<file path="src/rtl/svpc_pkg.sv">
// shared types and constants for the space vector pwm compare generator
package svpc_pkg;

    // unsigned q30 word, enough headroom for pi/3 and its square
    localparam int Q30_W = 31;
    typedef logic [Q30_W-1:0] q30_t;
    localparam q30_t Q30_ONE = 31'h4000_0000;

    // pi/3 in q30 and 4/pi in q16
    localparam logic [30:0] PI3_Q30 = 31'd1124419809;
    localparam logic [16:0] FOUR_OVER_PI_Q16 = 17'd83443;

    // taylor series, innermost divisor first
    localparam int CELL_LAT = 3;
    localparam int SIN_TERMS = 5;
    localparam int COS_TERMS = 6;
    localparam int SIN_DIV [SIN_TERMS] = '{110, 72, 42, 20, 6};
    localparam int COS_DIV [COS_TERMS] = '{132, 90, 56, 30, 12, 2};

    // signed q43 time sums
    localparam int SUM_W = 51;
    typedef logic signed [SUM_W-1:0] sum_t;

    localparam logic [15:0] GAIN_RESET = 16'd16384;

    typedef enum logic [0:0] {
        REG_AUTO_RELOAD = 1'b0,
        REG_GAIN        = 1'b1
    } cfg_reg_t;

endpackage

</file>
<file path="src/rtl/svpc_taylor_cell.sv">
// one nested taylor step: t_out = 1 - (x2 * t_in) / DIV, three register stages
module svpc_taylor_cell
    import svpc_pkg::*;
#(
    parameter int DIV = 6
)
(
    input  logic clk,
    input  q30_t x2_in,
    input  q30_t t_in,
    output q30_t x2_out,
    output q30_t t_out
);

    localparam logic [32:0] RECIP_FULL = (33'd1 << 32) / DIV;
    localparam logic [31:0] RECIP = RECIP_FULL[31:0];

    logic [61:0] prod;
    logic [62:0] recip_prod;
    q30_t        q0_next;
    q30_t        rem;
    q30_t        quo;
    q30_t        t_next;

    q30_t v1_reg;
    q30_t x2_1_reg;
    q30_t v2_reg;
    q30_t q0_reg;
    q30_t x2_2_reg;
    q30_t t3_reg;
    q30_t x2_3_reg;

    assign prod = 62'(x2_in) * 62'(t_in);

    // reciprocal estimate is low by at most one
    assign recip_prod = 63'(v1_reg) * 63'(RECIP);
    assign q0_next    = recip_prod[62:32];

    always_comb
    begin
        rem    = v2_reg - 31'(q0_reg * 31'(DIV));
        quo    = q0_reg + 31'(rem >= 31'(DIV));
        t_next = Q30_ONE - quo;
    end

    always_ff @(posedge clk)
    begin
        v1_reg   <= prod[60:30];
        x2_1_reg <= x2_in;
        v2_reg   <= v1_reg;
        q0_reg   <= q0_next;
        x2_2_reg <= x2_1_reg;
        t3_reg   <= t_next;
        x2_3_reg <= x2_2_reg;
    end

    assign x2_out = x2_3_reg;
    assign t_out  = t3_reg;

endmodule

</file>
<file path="config.mk">
export PLATFORM = sky130hd
export DESIGN_NAME = svpc_taylor_cell
export DESIGN_NICKNAME = d
export VERILOG_FILES = /design/src/rtl/svpc_pkg.sv /design/src/rtl/svpc_taylor_cell.sv
export SDC_FILE = /design/constraint.sdc
export NUM_CORES = 2
export LEC_CHECK = 0
export BUFFER_PORTS_ARGS = -buffer_cell sky130_fd_sc_hd__buf_2
export CAP_MARGIN = 25
export CELL_PAD_IN_SITES_DETAIL_PLACEMENT = 0
export CELL_PAD_IN_SITES_GLOBAL_PLACEMENT = 2
export CORE_MARGIN = 5
export CORE_UTILIZATION = 45
export DETAILED_ROUTE_END_ITERATION = 8
export PLACE_DENSITY = 0.95
export SYNTH_ARGS = -nofsm -noshare
export SYNTH_HDL_FRONTEND = slang
export SYNTH_SLANG_ARGS = --single-unit
export TNS_END_PERCENT = 1
</file>
<file path="constraint.sdc">
create_clock -name clk -period 17.95 [get_ports clk]
set_clock_uncertainty 0.05 [all_clocks]
set_input_delay 3.59 -clock clk [delete_from_list [all_inputs] [get_ports clk]]
set_output_delay 3.59 -clock clk [all_outputs]
set_load 0.01 [all_outputs]
</file>
==> run_results.csv <==
group,metric,value,unit
run_status,outcome,"completed",
clock_network,cts_sinks,214,
logic_synthesis,async_flop_share,0,%
critical_path,worst-path-buf-inv,9,
critical_path,required,18.42,ns
logic_synthesis,synth.most_common_cell,"inv_1",
sta,hold_viol,0,
hold_path,hold_depth,0,
logic_synthesis,ys_seq_area_share,8.28,%
logic_synthesis,synth-seq-cells,214,
placed_design,port-buffer-count,124,
global_routing,antenna_found_initial,5,
drt,dr.pass1.iters,5,
placed_design,place_congestion,0.938,
global_routing,grt_max_degree,33,
critical_path,critPathLaunchType,"input pin",
clock_network,cts_buffer_depth,3,
logic_synthesis,ys_top_cells_by_area,"fa_1 45%, ha_1 16%, inv_1 11%, dfxtp_1 8.3%, nand2_1 6.1%",
logic_synthesis,netlist_area,0.0518,mm2
final_layout,drive_gt1_share,4.12,%
sta,fin_crit,11.40,ns
sta,setup_violations,0,
critical_path,cpMostUsedCell,"fa_1",
logic_synthesis,synth_edf_count,0,
critical_path,critPathMaxFanout,31,
critical_path,crit_arrival,11.87,ns
floorplanning,fp-row-count,124,
sta,tns,0,ns
critical_path,r2r_start,"q0_reg[10]$_DFF_P_",
final_layout,fillCellCount,10900,
sta,whs,0.271,ns
drt,drt_wl_total,145000,um
critical_path,cp_slowest_stage_delay,0.65,ns
floorplanning,core_area,0.114,mm2
drt,num_vias,37000,
sta,tightest_slew,1.04,ns
final_layout,nets,7428,
hold_path,hp-start,"x2_2_reg[19]$_DFF_P_",
floorplanning,die_y,349,um
sta,rsz0062_at_grt,"false",
clock_network,post-cts-setup-buffer-count,0,
logic_synthesis,yosysUniqueCellTypes,80,
critical_path,worstSetupPathType,"input pin to flop",
clock_network,clkSlewWorstSetupHoldPaths,0.06,ns
clock_network,cts_resized,0,
critical_path,r2r_slack,7.66,ns
critical_path,critical-path-top-delay-family,"adder cells",
job,maxCapViolations,0,
placed_design,hpwl,114000,um
final_layout,area_delta_synth_final,5.62,%
sta,min_period_over_period,63.5,%
logic_synthesis,synth_top_area_share,44.7,%
floorplanning,io_pins,125,
logic_synthesis,synthTopCellsByCount,"1474 x inv_1, 1156 x fa_1, 839 x nand2_1",
sta,layout_setup_ws,6.55,ns
clock_network,root_buffer,"clkbuf_16",
drt,wl_per_cell,20.5,um
sta,relSlewSlack,30.0,%
drt,drtIter0Drc,2251,
sta,finalMaxSlewViolations,0,
critical_path,endpoint_kind,"flop",
final_layout,regArea,0.00428,mm2
logic_synthesis,postSynthAreaPerCell,9.31,um2
critical_path,worst_r2r_path_depth,35,
hold_path,worstHoldEndpoint,"x2_out[19]$_DFF_P_",
clock_network,cts_tree,"done",
final_layout,multiInputGateArea,0.0412,mm2
clock_network,htree_levels,1,
logic_synthesis,synth_top_area_cell,"fa_1",
drt,drc_errors,0,
critical_path,worst_path_max_delay_cell,"buf_2",
logic_synthesis,yosysWarnings,0,
logic_synthesis,synthCells,5560,
critical_path,r2r_end,"t_out[27]$_DFF_P_",
global_routing,grt_pass1_vias,40300,
final_layout,post-route-util,47.8,%
hold_path,worstHoldPathType,"flop to flop",
floorplanning,fp.dieW,349,um
global_routing,grt_usage,24.3,%
clock_network,clock_latency,0.60,ns
sta,fmax,87.7,MHz
drt,postRouteAntennaNets,0,
logic_synthesis,syn_nets,7450,
drt,vias_per_cell,5.23,
global_routing,grt_pass1_wl,230000,um
floorplanning,die_area,0.122,mm2
floorplanning,initial_core_util,45.3,%
placed_design,dpl_worst_slack,5.93,ns
global_routing,overflow,0,
clock_network,hold_buffers,0,
logic_synthesis,ys.flop_type,"dfxtp_1",
clock_network,numCtsBuffers,27,
==> cells in the final DEF (no fill, tap or decap), types with 10 or more instances in the layout <==
master and n:
clkbuf_16 27, o31ai_1 10, nand4_1 19, xor2_1 32, ha_1 671, nand2_1 839
a21oi_1 137, buf_2 124, nor3_1 31, dfxtp_1 214, inv_1 1474, nand3_1 37
and3_1 13, o211ai_1 10, o21bai_1 27, xnor2_1 90, buf_4 33, nor2_1 86
a31oi_1 15, a211oi_1 15, o21a_1 15, nand2b_1 23, and2_1 181, fa_1 1156
nor2b_1 25, a21o_1 45, o21ai_0 51
==> routing by layer <==
layer / vias to the layer above / routed length [um] / global-route usage, % / share of wire (%)
li1: 16500 / - / - / -
met1: 19100 / 61300 / 33.2 / 42
met2: 1192 / 69000 / 40.9 / 48
met3: 231 / 10500 / 3.76 / 7.2
met4: 2 / 4130 / 5.87 / 2.9
met5: - / 10 / 0 / 0.0069
==> metrics by stage <==
stage	std cells	area, um2
detailed placement	7021	53700
global placement	7021	53700
CTS	7070	54700
floorplan	5560	51800
finish	7073	54700
global route	7070	54700
==> area by class of cell <==
cell class | instances | area share, %
clock buffer | 28 | 1.24
timing repair buffer | 157 | 1.59
antenna | 3 | 0.0137
multi-input combinational | 3662 | 75.3
clock inverter | 21 | 0.453
tap | 1512 | 3.46
inverter | 1476 | 10.1
sequential | 214 | 7.84
==> how the worst max path moves through the flow <==
| stage | slack, ns | cells past startpoint | startpoint | endpoint |
|---|---|---|---|---|
| after detailed placement | 5.93 | 28 | t_in[5] | v1_reg[25]$_DFF_P_ |
| after floorplan | 7.17 | 27 | t_in[7] | v1_reg[29]$_DFF_P_ |
| after global placement | 5.99 | 28 | t_in[5] | v1_reg[25]$_DFF_P_ |
| after global routing | 6.06 | 28 | t_in[5] | v1_reg[25]$_DFF_P_ |
| after CTS | 6.56 | 28 | t_in[5] | v1_reg[25]$_DFF_P_ |
| final | 6.55 | 28 | t_in[5] | v1_reg[25]$_DFF_P_ |
==> cell families (layout without fill, tap and decap cells) <==
kind of cell / after synthesis / count (layout) / share of synthesized area, %
adders and majority gates: 1827 / 1827 / 60.9
other: 0 / 3 / 0
buffers and inverters: 1684 / 1682 / 12.2
and+or+nand+nor: 1293 / 1293 / 11.1
DFF: 214 / 214 / 8.28
xor gates and xnor gates: 122 / 122 / 2.06
muxes: 3 / 3 / 0.0604
AOI/OAI and AO/OA: 417 / 417 / 5.37
Power is not shown: default switching activity piles up to over one toggle a cycle in this logic, so the estimate is an artifact.
