===== src/rtl/svpc_pkg.sv =====
// shared types and constants for the space vector pwm compare generator
package svpc_pkg;

    // unsigned q30 word, enough headroom for pi/3 and its square
    localparam int Q30_W = 31;
    typedef logic [Q30_W-1:0] q30_t;
    localparam q30_t Q30_ONE = 31'h4000_0000;

    // pi/3 in q30 and 4/pi in q16
    localparam logic [30:0] PI3_Q30 = 31'd1124419809;
    localparam logic [16:0] FOUR_OVER_PI_Q16 = 17'd83443;

    // taylor series, innermost divisor first
    localparam int CELL_LAT = 3;
    localparam int SIN_TERMS = 5;
    localparam int COS_TERMS = 6;
    localparam int SIN_DIV [SIN_TERMS] = '{110, 72, 42, 20, 6};
    localparam int COS_DIV [COS_TERMS] = '{132, 90, 56, 30, 12, 2};

    // signed q43 time sums
    localparam int SUM_W = 51;
    typedef logic signed [SUM_W-1:0] sum_t;

    localparam logic [15:0] GAIN_RESET = 16'd16384;

    typedef enum logic [0:0] {
        REG_AUTO_RELOAD = 1'b0,
        REG_GAIN        = 1'b1
    } cfg_reg_t;

endpackage


===== src/rtl/svpc_scale.sv =====
// scales a q43 time sum to timer counts, rounds half up and clamps, two stages
module svpc_scale
    import svpc_pkg::*;
#(
    parameter int ARR_BITS = 16
)
(
    input  logic                clk,
    input  logic [ARR_BITS-1:0] arr,
    input  sum_t                t_in,
    output logic [15:0]         cmp
);

    localparam int PH_W = ARR_BITS + 22;
    localparam int PL_W = ARR_BITS + 21;
    localparam int S_W  = ARR_BITS + 44;

    logic            neg_next;
    logic            big_next;
    logic [PH_W-1:0] ph_next;
    logic [PL_W-1:0] pl_next;
    logic [S_W-1:0]  sum;
    logic [ARR_BITS:0] rnd;
    logic [ARR_BITS-1:0] cmp_next;

    logic            neg_reg;
    logic            big_reg;
    logic [PH_W-1:0] ph_reg;
    logic [PL_W-1:0] pl_reg;
    logic [15:0]     cmp_reg;

    assign neg_next = t_in[SUM_W-1] || (t_in == '0);
    assign big_next = !t_in[SUM_W-1] && (|t_in[SUM_W-2:43]);
    assign ph_next  = PH_W'(arr) * PH_W'(t_in[42:21]);
    assign pl_next  = PL_W'(arr) * PL_W'(t_in[20:0]);

    always_comb
    begin
        sum = (S_W'(ph_reg) << 21) + S_W'(pl_reg) + (S_W'(1) << 42);
        rnd = sum[S_W-1:43];
        priority if (neg_reg)
            cmp_next = '0;
        else if (big_reg || (rnd > (ARR_BITS+1)'(arr)))
            cmp_next = arr;
        else
            cmp_next = rnd[ARR_BITS-1:0];
    end

    always_ff @(posedge clk)
    begin
        neg_reg <= neg_next;
        big_reg <= big_next;
        ph_reg  <= ph_next;
        pl_reg  <= pl_next;
        cmp_reg <= 16'(cmp_next);
    end

    assign cmp = cmp_reg;

endmodule


===== config.mk =====
export PLATFORM = sky130hd
export DESIGN_NAME = svpc_scale
export DESIGN_NICKNAME = d
export VERILOG_FILES = /design/src/rtl/svpc_pkg.sv /design/src/rtl/svpc_scale.sv
export SDC_FILE = /design/constraint.sdc
export NUM_CORES = 2
export LEC_CHECK = 0
export BUFFER_PORTS_ARGS = -buffer_cell sky130_fd_sc_hd__buf_2
export CAP_MARGIN = 20
export CORE_ASPECT_RATIO = 1.2
export CORE_UTILIZATION = 60
export CTS_CLUSTER_SIZE = 16
export DETAILED_ROUTE_END_ITERATION = 8
export GPL_TIMING_DRIVEN = 0
export PLACE_DENSITY = 0.84
export REMOVE_ABC_BUFFERS = 1
export SYNTH_ARGS = -nofsm -noshare
export SYNTH_HDL_FRONTEND = slang
export SYNTH_SLANG_ARGS = --single-unit
export TNS_END_PERCENT = 100

===== constraint.sdc =====
create_clock -name clk -period 7.7 [get_ports clk]
set_input_delay 1.54 -clock clk [delete_from_list [all_inputs] [get_ports clk]]
set_output_delay 1.54 -clock clk [all_outputs]
set_load 0.05 [all_outputs]

==> results.cfg <==
[route]
drt_pass1_iterations = 8
wl_um = 67200
drt_iter0_markers = 1135
antenna_left = 0
routed_via_density = 5.60
vias = 20700
drc = 0
drt-wirelength-per-cell_um = 18.2

[cts]
cts_made_buffers = 9
clkSinkCount = 72
cts_hold_buf = 0
htreeDepth = 3
cts_buffer_depth = 2
worstSkewPairLatency_ns = 0.35
cts.reportedPaths.clkPinSlew_ns = 0.06
cts_tree = built
clockRootBuffer = clkbuf_16
cts_setup_buffers = 0

[synthesis]
seq_area_frac_synth_pct = 5.20
yosys_warnings = 0
synth_fa_ha_area_share_pct = 58.2
synth_ff_type = dfxtp_1
ys_async_sr_fraction_pct = 0
synth_edf_count = 0
synth-xor-area-share_pct = 2.27
syn_area_um2 = 27700
synth.area.mux_share_pct = 0.361
synth_top_family_by_area = adder cells
synth.avg_cell_area_um2 = 8.92
synth_cell_types = 67
ys_ff_latch = 72
synth-simple-area-share_pct = 15.4
synth_compound_area_share_pct = 5.49
synthCells = 3110

[timing]
hold_viol_final = 0
skew_ns = 0.00853
slew_headroom_pct = 26.4
max_slew.worst_pin.slew_ns = 1.10
min_period_ns = 7.46
slew_violations = 0
setup_viol = 0
finalCritPeriodShare_pct = 96.9
rsz0062_at_grt = no
max_freq_mhz = 134

[global_routing]
grt_pass1_vias = 23300
antenna_found_initial = 1
grtUsageTotal_pct = 31.4
grt-ovfl-total = 0
grt_max_degree = 46
grt_pass1_wl_um = 115000

[critical_path]
crit_type = in -> reg
critPathLaunchType = input pin
crit_path_max_fanout = 45
endpoint_kind = flop
arrival_ns = 7.67
timing.critical_path.required_ns = 7.91

[final_layout]
fin_nets = 4029
syn_to_final_growth_pct = 4.21
final_cells = 3690
largest_reg_flops = 38
drive_gt1_share_pct = 4.19

[floorplanning]
rows = 85
dieArea_um2 = 47100
die_w_um = 198
initial_utilization_pct = 61.4
num_io_pins = 84
die_h_um = 238
core_um2 = 45200

[place]
routabilityCongestion = 0.901
placed_cells = 3672
io_buffers = 83
dp_hpwl_um = 50100

[outcome]
status = finished clean

[flow_run]
maxCapViolations = 0

[min_path]
hold_class = reg -> reg
==> cells in the mapped netlist, drive strengths merged, types with 3 or more instances <==
library cell | instances | share of area (%)
or2 | 5 | 0.11
a31o | 7 | 0.22
a311oi | 3 | 0.095
o21bai | 5 | 0.14
nor4 | 13 | 0.29
o31ai | 4 | 0.11
a21oi | 66 | 1.2
nor2 | 51 | 0.69
o2111ai | 3 | 0.095
nand4 | 8 | 0.18
a21o | 30 | 0.82
a21boi | 3 | 0.081
nor3 | 19 | 0.34
nand2 | 453 | 6.1
and2 | 277 | 6.2
a2111oi | 5 | 0.32
a31oi | 5 | 0.17
or3 | 4 | 0.090
nand3 | 30 | 0.56
clkbuf | 128 | 1.7
inv | 832 | 11
o41ai | 4 | 0.13
o21a | 9 | 0.24
o221ai | 4 | 0.13
o211ai | 6 | 0.16
dfxtp | 72 | 5.2
nor2b | 3 | 0.068
mux2i | 10 | 0.36
and3 | 13 | 0.30
o21ai | 30 | 0.55
xor2 | 18 | 0.57
ha | 215 | 9.7
fa | 672 | 49
xnor2 | 54 | 1.7
a211oi | 14 | 0.38
and4 | 3 | 0.095
==> metal layers <==
layer | part of all wire, % | global-route usage [%] | up-vias | routed length, µm
li1 | - | - | 9018 | -
met1 | 36 | 36.4 | 10600 | 24300
met2 | 53 | 56.4 | 769 | 35600
met3 | 5.5 | 4.06 | 238 | 3700
met4 | 5.4 | 16.3 | 0 | 3660
met5 | 0 | 0 | - | 0
==> cell type report <==
type                            instances  area [µm²]
Fill cell                            3641       16300
Sequential cell                        72        1440
Clock buffer                           10         229
Tap cell                              609         762
Clock inverter                          6         116
Multi-Input combinational cell       2076       22700
Inverter                              832        3120
Timing Repair Buffer                   83         520
Antenna cell                            2        5.00
==> stage by stage <==
| stage | utilization (%) | hold WS, ns | cell area, µm² | setup TNS (ns) | setup WS, ns |
|---|---|---|---|---|---|
| floorplan | - | 0.537 | 27200 | 0 | 0.591 |
| global placement | 62.8 | 0.595 | 28400 | -10.34 | -0.807 |
| detailed placement | 62.8 | 0.593 | 28400 | -12.07 | -0.852 |
| CTS | 63.7 | 0.609 | 28800 | 0 | 0.0323 |
| global route | 63.9 | 0.622 | 28900 | 0 | 0.00999 |
| finish | 63.9 | 0.614 | 28900 | 0 | 0.240 |
==> final timing paths <==
kind	start	endpoint	cells after the start	slack [ns]
min	ph_reg[36]$_DFF_P_	cmp[15]$_SDFF_PP0_	2	0.61
max	arr[13]	ph_reg[31]$_DFF_P_	21	0.24
min reg2reg	ph_reg[36]$_DFF_P_	cmp[15]$_SDFF_PP0_	2	0.61
max reg2reg	ph_reg[14]$_DFF_P_	cmp[1]$_SDFF_PP0_	16	2.87
==> critical path: stages <==
cell	delay, ns
buf_6	0.22
and2_1	0.24
fa_1	0.53
inv_1	0.05
fa_1	0.47
inv_1	0.06
fa_1	0.52
fa_1	0.52
fa_1	0.55
inv_1	0.06
fa_1	0.60
inv_1	0.07
ha_2	0.33
a21o_1	0.16
a21o_1	0.17
a21o_1	0.23
a2111oi_4	0.38
a211oi_1	0.12
a211o_1	0.33
a2111oi_2	0.36
a311oi_1	0.10
==> cell usage in the layout (no fill, tap or decap), types with 28 or more instances in the layout <==
| master | synthesis | routed |
|---|---|---|
| a21o_1 | 29 | 29 |
| a21oi_1 | 66 | 66 |
| and2_1 | 277 | 277 |
| buf_2 | 0 | 67 |
| dfxtp_1 | 72 | 72 |
| fa_1 | 672 | 672 |
| ha_1 | 215 | 214 |
| inv_1 | 832 | 832 |
| nand2_1 | 453 | 453 |
| nand3_1 | 29 | 29 |
| nor2_1 | 51 | 51 |
| o21ai_0 | 28 | 28 |
| xnor2_1 | 54 | 54 |
==> what timing repair did <==
item,CTS,global route
setup endpoints to repair,19,14
gates resized for setup,15,32
endpoints found under the hold margin,0,0
==> logic make-up after synthesis <==
kind of cell | count (synthesis)
muxes | 10
AOI/OAI and AO/OA | 218
and+or+nand+nor | 889
xor gates and xnor gates | 72
adders and majority gates | 887
DFF | 72
buffers and inverters | 962
Power is left out: the tool's default activity adds up to more than one toggle a clock period on the data nets, which glitch-free logic cannot reach.
